--- src/sv/hkcd_pkg.sv ---
// ----------------------------------------------------------------------------
// hkcd_pkg
// shared types, constants and the watched key table of the held key combo
// detector
// ----------------------------------------------------------------------------
`default_nettype none

package hkcd_pkg;

   // field widths
   localparam int TYPE_W    = 5;
   localparam int CODE_W    = 10;
   localparam int VALUE_W   = 2;
   localparam int PRESS_W   = 2;
   localparam int COUNT_W   = 3;
   localparam int CSR_IDX_W = 3;
   localparam int CSR_DATA_W = 10;

   // watched key table
   localparam int NUM_KEYS_DEF = 8;
   localparam int MAX_SLOTS    = 16;

   localparam logic [CODE_W-1:0] KC_PWR    = 10'd116;
   localparam logic [CODE_W-1:0] KC_VOL_UP = 10'd115;
   localparam logic [CODE_W-1:0] KC_VOL_DN = 10'd114;
   localparam logic [CODE_W-1:0] KC_HOME   = 10'd172;
   localparam logic [CODE_W-1:0] KC_HOT    = 10'd252;
   localparam logic [CODE_W-1:0] KC_SOS    = 10'd672;
   localparam logic [CODE_W-1:0] KC_RETURN = 10'd158;
   localparam logic [CODE_W-1:0] KC_APPS   = 10'd254;
   localparam logic [CODE_W-1:0] NO_CODE   = 10'd1023;

   localparam logic [CODE_W-1:0] WATCHED_CODES [MAX_SLOTS] = '{
      KC_PWR, KC_VOL_UP, KC_VOL_DN, KC_HOME,
      KC_HOT, KC_SOS, KC_RETURN, KC_APPS,
      NO_CODE, NO_CODE, NO_CODE, NO_CODE,
      NO_CODE, NO_CODE, NO_CODE, NO_CODE
   };

   // event decoding
   localparam logic [TYPE_W-1:0]  EVT_KEY     = 5'd1;
   localparam logic [CODE_W-1:0]  CODE_LIMIT  = 10'd767;
   localparam logic [VALUE_W-1:0] VALUE_PRESS = 2'd1;

   // configuration register indexes
   localparam logic [CSR_IDX_W-1:0] CSR_ANCHOR_KEY     = 3'd0;
   localparam logic [CSR_IDX_W-1:0] CSR_FIRST_KEY      = 3'd1;
   localparam logic [CSR_IDX_W-1:0] CSR_FIRST_PRESSES  = 3'd2;
   localparam logic [CSR_IDX_W-1:0] CSR_SECOND_KEY     = 3'd3;
   localparam logic [CSR_IDX_W-1:0] CSR_SECOND_PRESSES = 3'd4;

   // configuration reset values
   localparam logic [CODE_W-1:0]  ANCHOR_KEY_RST     = 10'd116;
   localparam logic [CODE_W-1:0]  FIRST_KEY_RST      = 10'd115;
   localparam logic [PRESS_W-1:0] FIRST_PRESSES_RST  = 2'd1;
   localparam logic [CODE_W-1:0]  SECOND_KEY_RST     = 10'd114;
   localparam logic [PRESS_W-1:0] SECOND_PRESSES_RST = 2'd2;

   typedef struct packed {
      logic [CODE_W-1:0]  anchor_key;
      logic [CODE_W-1:0]  first_key;
      logic [PRESS_W-1:0] first_presses;
      logic [CODE_W-1:0]  second_key;
      logic [PRESS_W-1:0] second_presses;
   } cfg_type;

   // decoded event class handed from lookup to update
   typedef struct packed {
      logic hit;        // watched key event
      logic is_press;
      logic is_hold;
      logic is_first;
      logic is_second;
   } evt_class_type;

endpackage

`default_nettype wire

--- src/sv/hkcd_lookup.sv ---
// ----------------------------------------------------------------------------
// hkcd_lookup
// matches the key code of an event against the watched key table and the
// configured combination keys
// ----------------------------------------------------------------------------
`default_nettype none

module hkcd_lookup #(
   parameter int NUM_KEYS = hkcd_pkg::NUM_KEYS_DEF,
   parameter int IDX_W    = $clog2(NUM_KEYS)
) (
   input  wire logic [hkcd_pkg::TYPE_W-1:0]  evt_kind,
   input  wire logic [hkcd_pkg::CODE_W-1:0]  scan_code,
   input  wire logic [hkcd_pkg::VALUE_W-1:0] key_value,
   input  wire hkcd_pkg::cfg_type            cfg,
   output hkcd_pkg::evt_class_type           evt_class,
   output logic [IDX_W-1:0]                  slot_idx
);

   logic             any_match;
   logic [IDX_W-1:0] first_idx;

   // lowest matching slot wins
   always_comb begin
      any_match = 1'b0;
      first_idx = '0;
      for (int i = NUM_KEYS - 1; i >= 0; i--) begin
         if (hkcd_pkg::WATCHED_CODES[i] == scan_code) begin
            any_match = 1'b1;
            first_idx = IDX_W'(i);
         end
      end
   end

   always_comb begin
      evt_class.hit       = (evt_kind == hkcd_pkg::EVT_KEY) &&
                            (scan_code < hkcd_pkg::CODE_LIMIT) && any_match;
      evt_class.is_press  = (key_value == hkcd_pkg::VALUE_PRESS);
      evt_class.is_hold   = (scan_code == cfg.anchor_key);
      evt_class.is_first  = (scan_code == cfg.first_key);
      evt_class.is_second = (scan_code == cfg.second_key);
   end

   assign slot_idx = first_idx;

endmodule

`default_nettype wire

--- src/sv/hkcd_update.sv ---
// ----------------------------------------------------------------------------
// hkcd_update
// key state, combination counter and result register
// ----------------------------------------------------------------------------
`default_nettype none

module hkcd_update #(
   parameter int NUM_KEYS = hkcd_pkg::NUM_KEYS_DEF,
   parameter int IDX_W    = $clog2(NUM_KEYS)
) (
   input  wire logic                          clock,
   input  wire logic                          reset,
   input  wire logic                          advance,
   input  wire hkcd_pkg::evt_class_type       evt_class,
   input  wire logic [IDX_W-1:0]              slot_idx,
   input  wire hkcd_pkg::cfg_type             cfg,
   output logic                               dump_request,
   output logic                               stage,
   output logic [hkcd_pkg::COUNT_W-1:0]       press_total
);

   localparam int CW = hkcd_pkg::COUNT_W;

   logic [NUM_KEYS-1:0] key_is_down_ff, key_is_down_in;
   logic                hold_is_down_ff, hold_is_down_in;
   logic [CW-1:0]       match_count_ff, match_count_in;
   logic                combo_stage_ff, combo_stage_in;
   logic                dump_ff, dump_in;

   logic [CW-1:0] first_need;
   logic [CW-1:0] second_need;
   logic [CW-1:0] total_need;
   logic [CW-1:0] stage_need;
   logic          already_down;
   logic          want_hit;

   // a press count of zero counts as one
   assign first_need  = (cfg.first_presses == '0) ? CW'(1) : CW'(cfg.first_presses);
   assign second_need = (cfg.second_presses == '0) ? CW'(1) : CW'(cfg.second_presses);
   assign total_need  = first_need + second_need;

   always_comb begin
      key_is_down_in  = key_is_down_ff;
      hold_is_down_in = hold_is_down_ff;
      match_count_in  = match_count_ff;
      combo_stage_in  = combo_stage_ff;
      dump_in         = 1'b0;
      stage_need      = first_need;
      already_down    = evt_class.is_hold ? hold_is_down_ff : key_is_down_ff[slot_idx];
      want_hit        = combo_stage_ff ? evt_class.is_second : evt_class.is_first;

      if (evt_class.hit) begin
         if (evt_class.is_press) begin
            if (!already_down) begin
               key_is_down_in[slot_idx] = 1'b1;
               if (evt_class.is_hold) begin
                  hold_is_down_in = 1'b1;
               end else if (hold_is_down_ff) begin
                  if (want_hit) begin
                     if (match_count_ff < total_need - CW'(1)) begin
                        match_count_in = match_count_ff + CW'(1);
                     end else begin
                        dump_in = 1'b1;
                     end
                  end else begin
                     match_count_in = '0;
                     combo_stage_in = 1'b0;
                  end
                  stage_need = combo_stage_in ? total_need : first_need;
                  if (match_count_in == stage_need) begin
                     if (!combo_stage_in) begin
                        combo_stage_in = 1'b1;
                     end else begin
                        dump_in = 1'b1;
                     end
                  end
               end
            end
         end else begin
            key_is_down_in[slot_idx] = 1'b0;
            if (evt_class.is_hold) begin
               hold_is_down_in = 1'b0;
               combo_stage_in  = 1'b0;
               match_count_in  = '0;
            end
         end
      end
   end

   always_ff @(posedge clock) begin
      if (reset) begin
         key_is_down_ff  <= '0;
         hold_is_down_ff <= 1'b0;
         match_count_ff  <= '0;
         combo_stage_ff  <= 1'b0;
      end else if (advance) begin
         key_is_down_ff  <= key_is_down_in;
         hold_is_down_ff <= hold_is_down_in;
         match_count_ff  <= match_count_in;
         combo_stage_ff  <= combo_stage_in;
      end
   end

   // result payload
   always_ff @(posedge clock) begin
      if (advance) begin
         dump_ff <= dump_in;
      end
   end

   assign dump_request = dump_ff;
   assign stage        = combo_stage_ff;
   assign press_total  = match_count_ff;

endmodule

`default_nettype wire

--- src/sv/held_key_combo_detector_unit.sv ---
// ----------------------------------------------------------------------------
// held_key_combo_detector_unit
// detects a combination of key presses made while a hold key is down
// ----------------------------------------------------------------------------
//
//   channel | ports                                     | direction
//   --------+-------------------------------------------+----------
//   req     | req_valid/ready, evt_kind, scan_code, value | in
//   rsp     | rsp_valid/ready, dump_request, stage,     | out
//           | press_total                               |
//   csr     | csr_wr_en, csr_index, csr_wdata            | in
//
// one item per cycle sustained while rsp_ready stays high; an item waits in the input
// register and then moves into the result register and out at the rsp port
// rsp valid rises once an accepted item has moved from the input register into the result register
// reset clears the key state, counter, stage and config to defaults
// a stalled rsp holds its item while the input register still takes one more
// ----------------------------------------------------------------------------
`default_nettype none

module held_key_combo_detector_unit #(
   parameter int NUM_KEYS = hkcd_pkg::NUM_KEYS_DEF
) (
   input  wire logic                              clock,
   input  wire logic                              reset,
   // input items
   input  wire logic                              req_valid,
   output logic                                   req_ready,
   input  wire logic [hkcd_pkg::TYPE_W-1:0]       req_evt_kind,
   input  wire logic [hkcd_pkg::CODE_W-1:0]       req_scan_code,
   input  wire logic [hkcd_pkg::VALUE_W-1:0]      req_key_value,
   // result items
   output logic                                   rsp_valid,
   input  wire logic                              rsp_ready,
   output logic                                   rsp_dump_request,
   output logic                                   rsp_stage,
   output logic [hkcd_pkg::COUNT_W-1:0]           rsp_press_total,
   // configuration writes
   input  wire logic                              csr_wr_en,
   input  wire logic [hkcd_pkg::CSR_IDX_W-1:0]    csr_index,
   input  wire logic [hkcd_pkg::CSR_DATA_W-1:0]   csr_wdata
);

   localparam int IDX_W = $clog2(NUM_KEYS);

   // config registers
   hkcd_pkg::cfg_type cfg_ff;

   always_ff @(posedge clock) begin
      if (reset) begin
         cfg_ff.anchor_key     <= hkcd_pkg::ANCHOR_KEY_RST;
         cfg_ff.first_key      <= hkcd_pkg::FIRST_KEY_RST;
         cfg_ff.first_presses  <= hkcd_pkg::FIRST_PRESSES_RST;
         cfg_ff.second_key     <= hkcd_pkg::SECOND_KEY_RST;
         cfg_ff.second_presses <= hkcd_pkg::SECOND_PRESSES_RST;
      end else if (csr_wr_en) begin
         case (csr_index)
            hkcd_pkg::CSR_ANCHOR_KEY: begin
               cfg_ff.anchor_key <= csr_wdata;
            end
            hkcd_pkg::CSR_FIRST_KEY: begin
               cfg_ff.first_key <= csr_wdata;
            end
            hkcd_pkg::CSR_FIRST_PRESSES: begin
               cfg_ff.first_presses <= csr_wdata[hkcd_pkg::PRESS_W-1:0];
            end
            hkcd_pkg::CSR_SECOND_KEY: begin
               cfg_ff.second_key <= csr_wdata;
            end
            hkcd_pkg::CSR_SECOND_PRESSES: begin
               cfg_ff.second_presses <= csr_wdata[hkcd_pkg::PRESS_W-1:0];
            end
            default: begin
               // writes beyond the register list are dropped
            end
         endcase
      end
   end

   // input register and result register handshake
   logic                              in_valid_ff;
   logic                              rsp_valid_ff;
   logic                              advance;
   logic [hkcd_pkg::TYPE_W-1:0]       evt_kind_ff;
   logic [hkcd_pkg::CODE_W-1:0]       scan_code_ff;
   logic [hkcd_pkg::VALUE_W-1:0]      key_value_ff;

   // item moves to the result register when that slot is free or draining
   assign advance   = in_valid_ff && (!rsp_valid_ff || rsp_ready);
   assign req_ready = !in_valid_ff || advance;

   always_ff @(posedge clock) begin
      if (reset) begin
         in_valid_ff  <= 1'b0;
         rsp_valid_ff <= 1'b0;
      end else begin
         if (req_ready) begin
            in_valid_ff <= req_valid;
         end
         if (advance) begin
            rsp_valid_ff <= 1'b1;
         end else if (rsp_ready) begin
            rsp_valid_ff <= 1'b0;
         end
      end
   end

   // input payload
   always_ff @(posedge clock) begin
      if (req_valid && req_ready) begin
         evt_kind_ff  <= req_evt_kind;
         scan_code_ff <= req_scan_code;
         key_value_ff <= req_key_value;
      end
   end

   // classify the held item
   hkcd_pkg::evt_class_type evt_class;
   logic [IDX_W-1:0]        slot_idx;

   hkcd_lookup #(
      .NUM_KEYS (NUM_KEYS),
      .IDX_W    (IDX_W)
   ) u_lookup (
      .evt_kind   (evt_kind_ff),
      .scan_code  (scan_code_ff),
      .key_value  (key_value_ff),
      .cfg        (cfg_ff),
      .evt_class  (evt_class),
      .slot_idx   (slot_idx)
   );

   // state update and result register
   hkcd_update #(
      .NUM_KEYS (NUM_KEYS),
      .IDX_W    (IDX_W)
   ) u_update (
      .clock        (clock),
      .reset        (reset),
      .advance      (advance),
      .evt_class    (evt_class),
      .slot_idx     (slot_idx),
      .cfg          (cfg_ff),
      .dump_request (rsp_dump_request),
      .stage        (rsp_stage),
      .press_total  (rsp_press_total)
   );

   assign rsp_valid = rsp_valid_ff;

endmodule

`default_nettype wire

--- config.mk ---
export PLATFORM = sky130hd
export DESIGN_NAME = held_key_combo_detector_unit
export DESIGN_NICKNAME = d
export VERILOG_FILES = /design/src/sv/hkcd_pkg.sv /design/src/sv/hkcd_lookup.sv /design/src/sv/hkcd_update.sv /design/src/sv/held_key_combo_detector_unit.sv
export SDC_FILE = /design/constraint.sdc
export NUM_CORES = 1
export LEC_CHECK = 0
export ABC_AREA = 1
export BUFFER_PORTS_ARGS = -buffer_cell sky130_fd_sc_hd__buf_2
export CAP_MARGIN = 20
export CORE_MARGIN = 1
export CORE_UTILIZATION = 59
export CTS_BUF_LIST = sky130_fd_sc_hd__clkbuf_8 sky130_fd_sc_hd__clkbuf_16
export DETAILED_ROUTE_END_ITERATION = 7
export GPL_ROUTABILITY_DRIVEN = 0
export PLACE_DENSITY = 0.9
export SYNTH_ARGS = -nofsm -noshare
export SYNTH_HDL_FRONTEND = slang
export SYNTH_SLANG_ARGS = --single-unit
--- constraint.sdc ---
create_clock -name clock -period 4.4 [get_ports clock]
set_clock_uncertainty 0.2 [all_clocks]
set_input_delay 0.66 -clock clock [delete_from_list [all_inputs] [get_ports clock]]
set_output_delay 0.66 -clock clock [all_outputs]
set_load 0.01 [all_outputs]
==> results of run 1 <==
[power by group through the flow]
stage                     registers [mW]  clock network [mW]  logic, mW
after global routing               0.674               0.573      0.143
after floorplan                    0.681                   0     0.0845
after CTS                          0.672               0.549      0.124
after global placement             0.685                   0      0.117
after detailed placement           0.686                   0      0.123
final                              0.672               0.550      0.128
[per-layer routing]
| layer | vias up | global-route usage (%) | share of wire (%) |
|---|---|---|---|
| met5 | - | 0 | 0 |
| met4 | 0 | 15.1 | 2.7 |
| met3 | 21 | 4.33 | 6.6 |
| met2 | 166 | 49.3 | 48 |
| met1 | 1665 | 34.4 | 43 |
| li1 | 1799 | - | - |
[synth_stat cells (all sizes together)]
library cell,count,area [sq um]
nand2,145,579
inv,76,285
nor2,76,352
nand3,59,310
dfxtp,49,981
o21ai,24,120
edfxtp,18,541
nand4,18,113
a21oi,17,88.8
buf,8,48.8
clkbuf,8,30.0
xnor2,7,61.3
ha,5,62.6
clkinv,4,20.0
o211ai,4,30.0
nand3b,3,22.5
or2,3,18.8
xor2,3,26.3
nor3,2,10.0
nor4,2,12.5
o22ai,2,12.5
a22oi,1,7.51
fa,1,20.0
o2111ai,1,8.76
[layout make-up]
| cell class | instances | area share [%] |
|---|---|---|
| multi-input combinational | 373 | 43.8 |
| sequential | 67 | 35.9 |
| inverter | 80 | 7.20 |
| timing repair buffer | 45 | 6.02 |
| clock buffer | 9 | 2.92 |
| tap | 75 | 2.21 |
| clock inverter | 7 | 1.98 |
[worst paths after layout]
kind / slack (ns) / depth (start not counted) / start / to
setup / recovery: 0.69 / 21 / cfg_ff[13] / u_update.dump_request
hold / removal: 0.26 / 2 / cfg_ff[22] / cfg_ff[22]
setup reg to reg: 0.69 / 21 / cfg_ff[13] / u_update.dump_request
hold reg to reg: 0.26 / 2 / cfg_ff[22] / cfg_ff[22]
[kinds of logic after synthesis]
group	after synthesis
flops	67
buf+inv	96
simple gates	308
fa+ha+maj	6
xor+xnor	10
compound gates	49
[through the flow]
step,worst slack [ns],utilization (%),instance area (sq um)
6_report,0.686,70.3,4240
5_1_grt,0.373,70.3,4240
4_1_cts,0.707,69.9,4210
3_5_place_dp,0.743,66.4,4000
3_3_place_gp,0.897,66.4,4000
2_1_floorplan,1.05,-,3760
[critical path, delay by kind of cell, from the launching register on]
family | cells | cell delay [ns]
adders and majority gates | 4 | 1.15
and+or+nand+nor | 10 | 0.98
DFF | 1 | 0.39
xor gates and xnor gates | 2 | 0.31
buffers and inverters | 4 | 0.30
AOI/OAI and AO/OA | 1 | 0.15
==> results.json, run 1 <==
{
  "io_buffers": 41,
  "synth_warnings": 0,
  "clockBufferDepth": 2,
  "drc": 0,
  "antenna_found_initial": 0,
  "critPathMaxFanout": 4,
  "cp_slowest_cell": "fa_1",
  "final_cell_mix": "nand2_1 (137), inv_1 (73), nor2_1 (65), nand3_1 (56), dfxtp_1 (49)",
  "hold_violations": 0,
  "nets": 617,
  "grt_pass1_vias": 3323,
  "slew_headroom_pct": 53.8,
  "io-pin-count": 42,
  "htree_num_levels": 3,
  "synth_cell_types": 38,
  "synth_compound_area_share_pct": 7.12,
  "total_power_mw": 1.35,
  "cts_sinks": 67,
  "grt_usage_pct": 28.7,
  "syn_inst": 536,
  "synthSimpleGateAreaFrac_pct": 37.7,
  "hold_class": "reg2reg",
  "p_sw_share_pct": 24.7,
  "layout-drive-gt1-share_pct": 15.0,
  "dieArea_sq_um": 6700,
  "synth_xor_area_share_pct": 2.33,
  "syn_nets": 577,
  "synth_mux_area_share_pct": 0,
  "internal_power_mw": 1.02,
  "vias": 3651,
  "combPwrFrac_pct": 9.5,
  "cts_buffers": 9,
  "p_seq_share_pct": 49.8,
  "avgRoutedWirePerCell_um": 13.3,
  "fmax_mhz": 269,
  "crit_path_end_kind": "flip-flop",
  "fill_cells": 477,
  "ys_seq_area_share_pct": 40.5,
  "coreArea_sq_um": 6030,
  "cts_root_buffer": "clkbuf_8",
  "grt_pass1_wl_um": 14500,
  "clkLatencyLatePin_ns": 0.35,
  "worstPathRequired_ns": 4.30,
  "ys_ff_latch": 67,
  "multi_input_area_sq_um": 1860,
  "fin_hold_ws_ns": 0.257,
  "syn_avg_cell_area_sq_um": 7.02,
  "area_growth_pct": 12.7,
  "grt.overflow.total": 0,
  "clock_power_share_pct": 40.7,
  "switchingPower_uw": 333,
  "critPathArrivalTime_ns": 3.62,
  "power.leakage_nw": 2.13,
  "antennaDiodeCount": 0,
  "drt_iter0_markers": 253,
  "grt_max_degree": 42,
  "synth_adder_area_share_pct": 2.20,
  "rows": 28,
  "dp_hpwl_um": 6160,
  "dp.cells": 639,
  "final_common_cell": "nand2_1",
  "startpoint_type": "flip-flop",
  "crit_type": "reg2reg",
  "path_cells": "inv_1, nor2_1, inv_1, ha_1, fa_1, inv_1, ha_1, xnor2_1, ha_1, a21oi_1, nand2_1, inv_1, nand2_1, xor2_1, or2_0, nand2_1, nand2_1, nand3_1, nor2_1, nor2_1, nor2_1",
  "ir_worst_vdd_uv": 251,
  "cap_viol_max_count": 0,
  "regArea_sq_um": 1520,
  "pwr_density_cell_nw_per_um2": 318,
  "fin_cells": 656,
  "cts_tree": "built",
  "drv_slew": 0,
  "fin_crit_ns": 3.71,
  "rsz0062_at_grt": "false",
  "clk_pin_slew_ns": 0.08,
  "cp_slowest_stage_delay_ns": 0.51,
  "antenna_left": 0,
  "worst_slew_pin_slew_ns": 0.690,
  "ctsResizeCount": 0,
  "vias_per_cell": 5.57,
  "initial_utilization_pct": 62.4,
  "wl_um": 8720,
  "die-width_um": 81.8,
  "layout_worst_path_cycle_share_pct": 84.4,
  "tns_ns": 0,
  "cts_hold_buf": 0,
  "setup_viol": 0,
  "status": "complete, no violations",
  "post_cts_buffers": 0,
  "fp.dieH_um": 81.8,
  "synth_top_family_by_area": "simple AND/OR/NAND/NOR gates",
  "netlist_area_sq_um": 3760,
  "first_pass_iters": 5
}
No activity file was read; power rests on OpenSTA's default activity.
==> run 2: changes to the inputs <==
--- a/config.mk
+++ b/config.mk
@@ -5,15 +5,15 @@
 export SDC_FILE = /design/constraint.sdc
 export NUM_CORES = 1
 export LEC_CHECK = 0
-export ABC_AREA = 1
+export ABC_AREA = 0
 export BUFFER_PORTS_ARGS = -buffer_cell sky130_fd_sc_hd__buf_2
 export CAP_MARGIN = 20
 export CORE_MARGIN = 1
-export CORE_UTILIZATION = 59
+export CORE_UTILIZATION = 53
 export CTS_BUF_LIST = sky130_fd_sc_hd__clkbuf_8 sky130_fd_sc_hd__clkbuf_16
 export DETAILED_ROUTE_END_ITERATION = 7
 export GPL_ROUTABILITY_DRIVEN = 0
-export PLACE_DENSITY = 0.9
+export PLACE_DENSITY = 0.86
 export SYNTH_ARGS = -nofsm -noshare
 export SYNTH_HDL_FRONTEND = slang
 export SYNTH_SLANG_ARGS = --single-unit
==> constraint.sdc (replaced) <==
create_clock -name clock -period 3.1 [get_ports clock]
set_clock_uncertainty 0.2 [all_clocks]
set_input_delay 0.465 -clock clock [delete_from_list [all_inputs] [get_ports clock]]
set_output_delay 0.465 -clock clock [all_outputs]
set_load 0.01 [all_outputs]
==> run 2 against run 1 <==
The run now ends with setup timing left. Synthesized cell count shrank 28%. Area after synthesis shrank 2.5%. Non-clock buffer count grew 22. Register-to-register slack lost 0.84 ns. Critical endpoint unchanged. Largest power group unchanged.
==> results.json, run 2 <==
{
  "status": "finished with violations",
  "violations": "setup timing",
  "antenna_left": 0,
  "grtUsageMet1_pct": 29.0,
  "critPathMaxFanout": 3,
  "rows": 29,
  "first_pass_iters": 4,
  "layout-drive-gt1-share_pct": 25.9,
  "antennaDiodeCount": 0,
  "drc": 0,
  "synth_edf_count": 18,
  "fin_area_sq_um": 4330,
  "ys_top_cells_by_area": "dfxtp_1 (27%), edfxtp_1 (15%), mux2i_1 (9.6%)",
  "vias": 3052,
  "die-width_um": 85.2,
  "syn_avg_cell_area_sq_um": 9.45,
  "grt_usage_pct": 24.4,
  "final_common_cell": "nand2_1",
  "path_delay_family": "adder cells",
  "syn_inst": 388,
  "grt_pass1_vias": 2999,
  "initial_utilization_pct": 56.1,
  "min_to": "evt_kind_ff[2]",
  "placed_cell_area_sq_um": 4030,
  "startpoint_type": "flip-flop",
  "synth_top_area_share_pct": 26.7,
  "synth_cell_types": 62,
  "clockBufferDepth": 2,
  "worstPathRequired_ns": 3.07,
  "drv_slew": 0,
  "htree_num_levels": 3,
  "coreArea_sq_um": 6530,
  "met3_usage_pct": 4.77,
  "synth_largest_area_cell": "dfxtp_1",
  "grt.overflow.total": 0,
  "finalWorstSetupSlack_ns": -0.154,
  "rr_startpoint": "cfg_ff[0]",
  "reg2reg_depth": 13,
  "fin_crit_ns": 3.25,
  "r2r_slack_ns": -0.15,
  "busiest_layer": "met2",
  "antenna_found_initial": 0,
  "worst-path-buf-inv": 1,
  "nets": 484,
  "crit_path_end_kind": "flip-flop",
  "drt_iter0_markers": 189,
  "min-delay-start": "req_evt_kind[2]",
  "syn_nets": 429,
  "area_growth_pct": 18.2,
  "fill_cells": 510,
  "worst_slew_pin_slew_ns": 0.685,
  "use_met2_pct": 43.2,
  "wl_um": 8230,
  "netlist_area_sq_um": 3670,
  "setup_viol": 2,
  "fin_hold_ws_ns": 0.0948,
  "hold_depth": 1,
  "synth_warnings": 0,
  "yosysMostFrequentCell": "nand2_1",
  "io_buffers": 41,
  "power.leakage_nw": 1.75,
  "critPathArrivalTime_ns": 3.23,
  "synth_ff_type": "dfxtp_1",
  "cts_tree": "built",
  "cp_slowest_stage_delay_ns": 0.53,
  "cp_num_cells": 13,
  "ys_seq_area_share_pct": 41.5,
  "final_cell_mix": "nand2_1 (72), dfxtp_1 (46), buf_2 (41), mux2i_1 (35), buf_4 (25)",
  "yosys-top-cells-count": "nand2_1 (73), dfxtp_1 (49), mux2i_1 (35), nor2_1 (20), a21oi_1 (19)",
  "cts_buffers": 9,
  "layout_worst_path_cycle_share_pct": 105,
  "dp_hpwl_um": 6100,
  "cts_hold_buf": 0,
  "grt_pass1_wl_um": 13800,
  "ir_worst_vdd_uv": 384,
  "dieArea_sq_um": 7260,
  "clkLatencyLatePin_ns": 0.34,
  "vias_per_cell": 5.81,
  "slew_headroom_pct": 54.3,
  "cts_root_buffer": "clkbuf_8",
  "r2r-end": "u_update.dump_request",
  "cp_slowest_cell": "fa_1",
  "io-pin-count": 42,
  "cap_viol_max_count": 0,
  "avgRoutedWirePerCell_um": 15.7,
  "fmax_mhz": 307,
  "hold_violations": 0,
  "grt_max_degree": 26,
  "crit_type": "reg2reg",
  "clk_pin_slew_ns": 0.07,
  "crit_path_frequent_cell": "ha_4",
  "pwr_density_cell_nw_per_um2": 437,
  "fp.dieH_um": 85.2,
  "hold_class": "in2reg",
  "ys_ff_latch": 67,
  "cts_sinks": 67,
  "synth-async-reset-ratio_pct": 0,
  "rsz0062_at_grt": "true",
  "path_cells": "nand2b_4, ha_4, fa_1, inv_2, ha_4, ha_4, a21o_1, a211o_1, a21boi_2, xor2_1, nor3_2, a31oi_1, nor3_1"
}
==> run 2: cell count changes after synthesis, sizes merged, moves of 5 or more <==
cell   change
nand4     -12
nand2     -72
mux2i     +35
o21ai     -18
xor2      +11
nor2      -55
nor4       +6
nand3     -41
xnor2      +6
and2       +5
inv       -72
==> run 2: stage by stage <==
step	instances	TNS (ns)	worst slack (ns)	power (mW)	util [%]
2_1_floorplan	388	-0.000117	-0.000117	1.10	-
3_3_place_gp	505	-0.107	-0.0859	1.16	61.6
3_5_place_dp	505	-0.581	-0.276	1.17	61.6
4_1_cts	524	-0.325	-0.190	1.90	65.5
5_1_grt	525	-0.441	-0.269	1.97	66.3
6_report	525	-0.216	-0.154	1.89	66.3
==> run 2: area by class of cell <==
type	count	area, sq um	area share, %
timing repair buffer	67	404	9.33
tap	77	96.3	2.22
multi-input combinational	293	2080	48.1
inverter	5	18.8	0.433
sequential	67	1530	35.2
clock inverter	4	30.0	0.693
clock buffer	12	176	4.07
==> run 2: worst max path at each step <==
stage / startpoint / to / slack [ns]
finish: cfg_ff[0] / u_update.dump_request / -0.15
global route: cfg_ff[0] / u_update.dump_request / -0.27
CTS: cfg_ff[0] / u_update.dump_request / -0.19
detailed placement: cfg_ff[0] / u_update.dump_request / -0.28
global placement: cfg_ff[12] / u_update.dump_request / -0.09
floorplan: cfg_ff[12] / u_update.dump_request / -0.0001
==> run 2: kinds of logic (layout without fill, tap and decap cells) <==
| group | count (synthesis) | after routing | synth area share [%] |
|---|---|---|---|
| adder cells (fa/ha/maj) | 6 | 6 | 2.25 |
| buffers and inverters | 28 | 88 | 4.91 |
| AND/OR/NAND/NOR | 169 | 169 | 23.8 |
| XOR/XNOR | 27 | 27 | 6.45 |
| AO/OA/AOI/OAI | 56 | 56 | 11.5 |
| flip-flops | 67 | 67 | 41.5 |
| multiplexers | 35 | 35 | 9.55 |
==> run 2: power breakdown <==
part / internal, mW / switching [mW] / total, mW / leakage, nW
clock: 0.385 / 0.337 / 0.722 / 0.104
sequential: 0.927 / 0.0195 / 0.946 / 0.574
combinational: 0.104 / 0.122 / 0.226 / 1.07
==> run 2: repair_timing <==
item                       4_1_cts  5_1_grt
pin swaps                       10       14
buffers inserted                 3        1
gates resized for setup          7        8
setup endpoints to repair        3        3
==> run 2: layer usage <==
layer / vias to the layer above / share of wire (%) / wire (um)
li1: 1482 / - / -
met1: 1446 / 42 / 3470
met2: 111 / 51 / 4200
met3: 13 / 5.2 / 424
met4: 0 / 1.7 / 136
met5: - / 0 / 0
==> run 2: worst reg2reg max path, cell delays in order (launching register included) <==
cell      delay (ns)
dfxtp_2         0.32
nand2b_4        0.14
ha_4            0.16
fa_1            0.53
inv_2           0.06
ha_4            0.28
ha_4            0.20
a21o_1          0.15
a211o_1         0.26
a21boi_2        0.16
xor2_1          0.16
nor3_2          0.14
a31oi_1         0.11
nor3_1          0.22
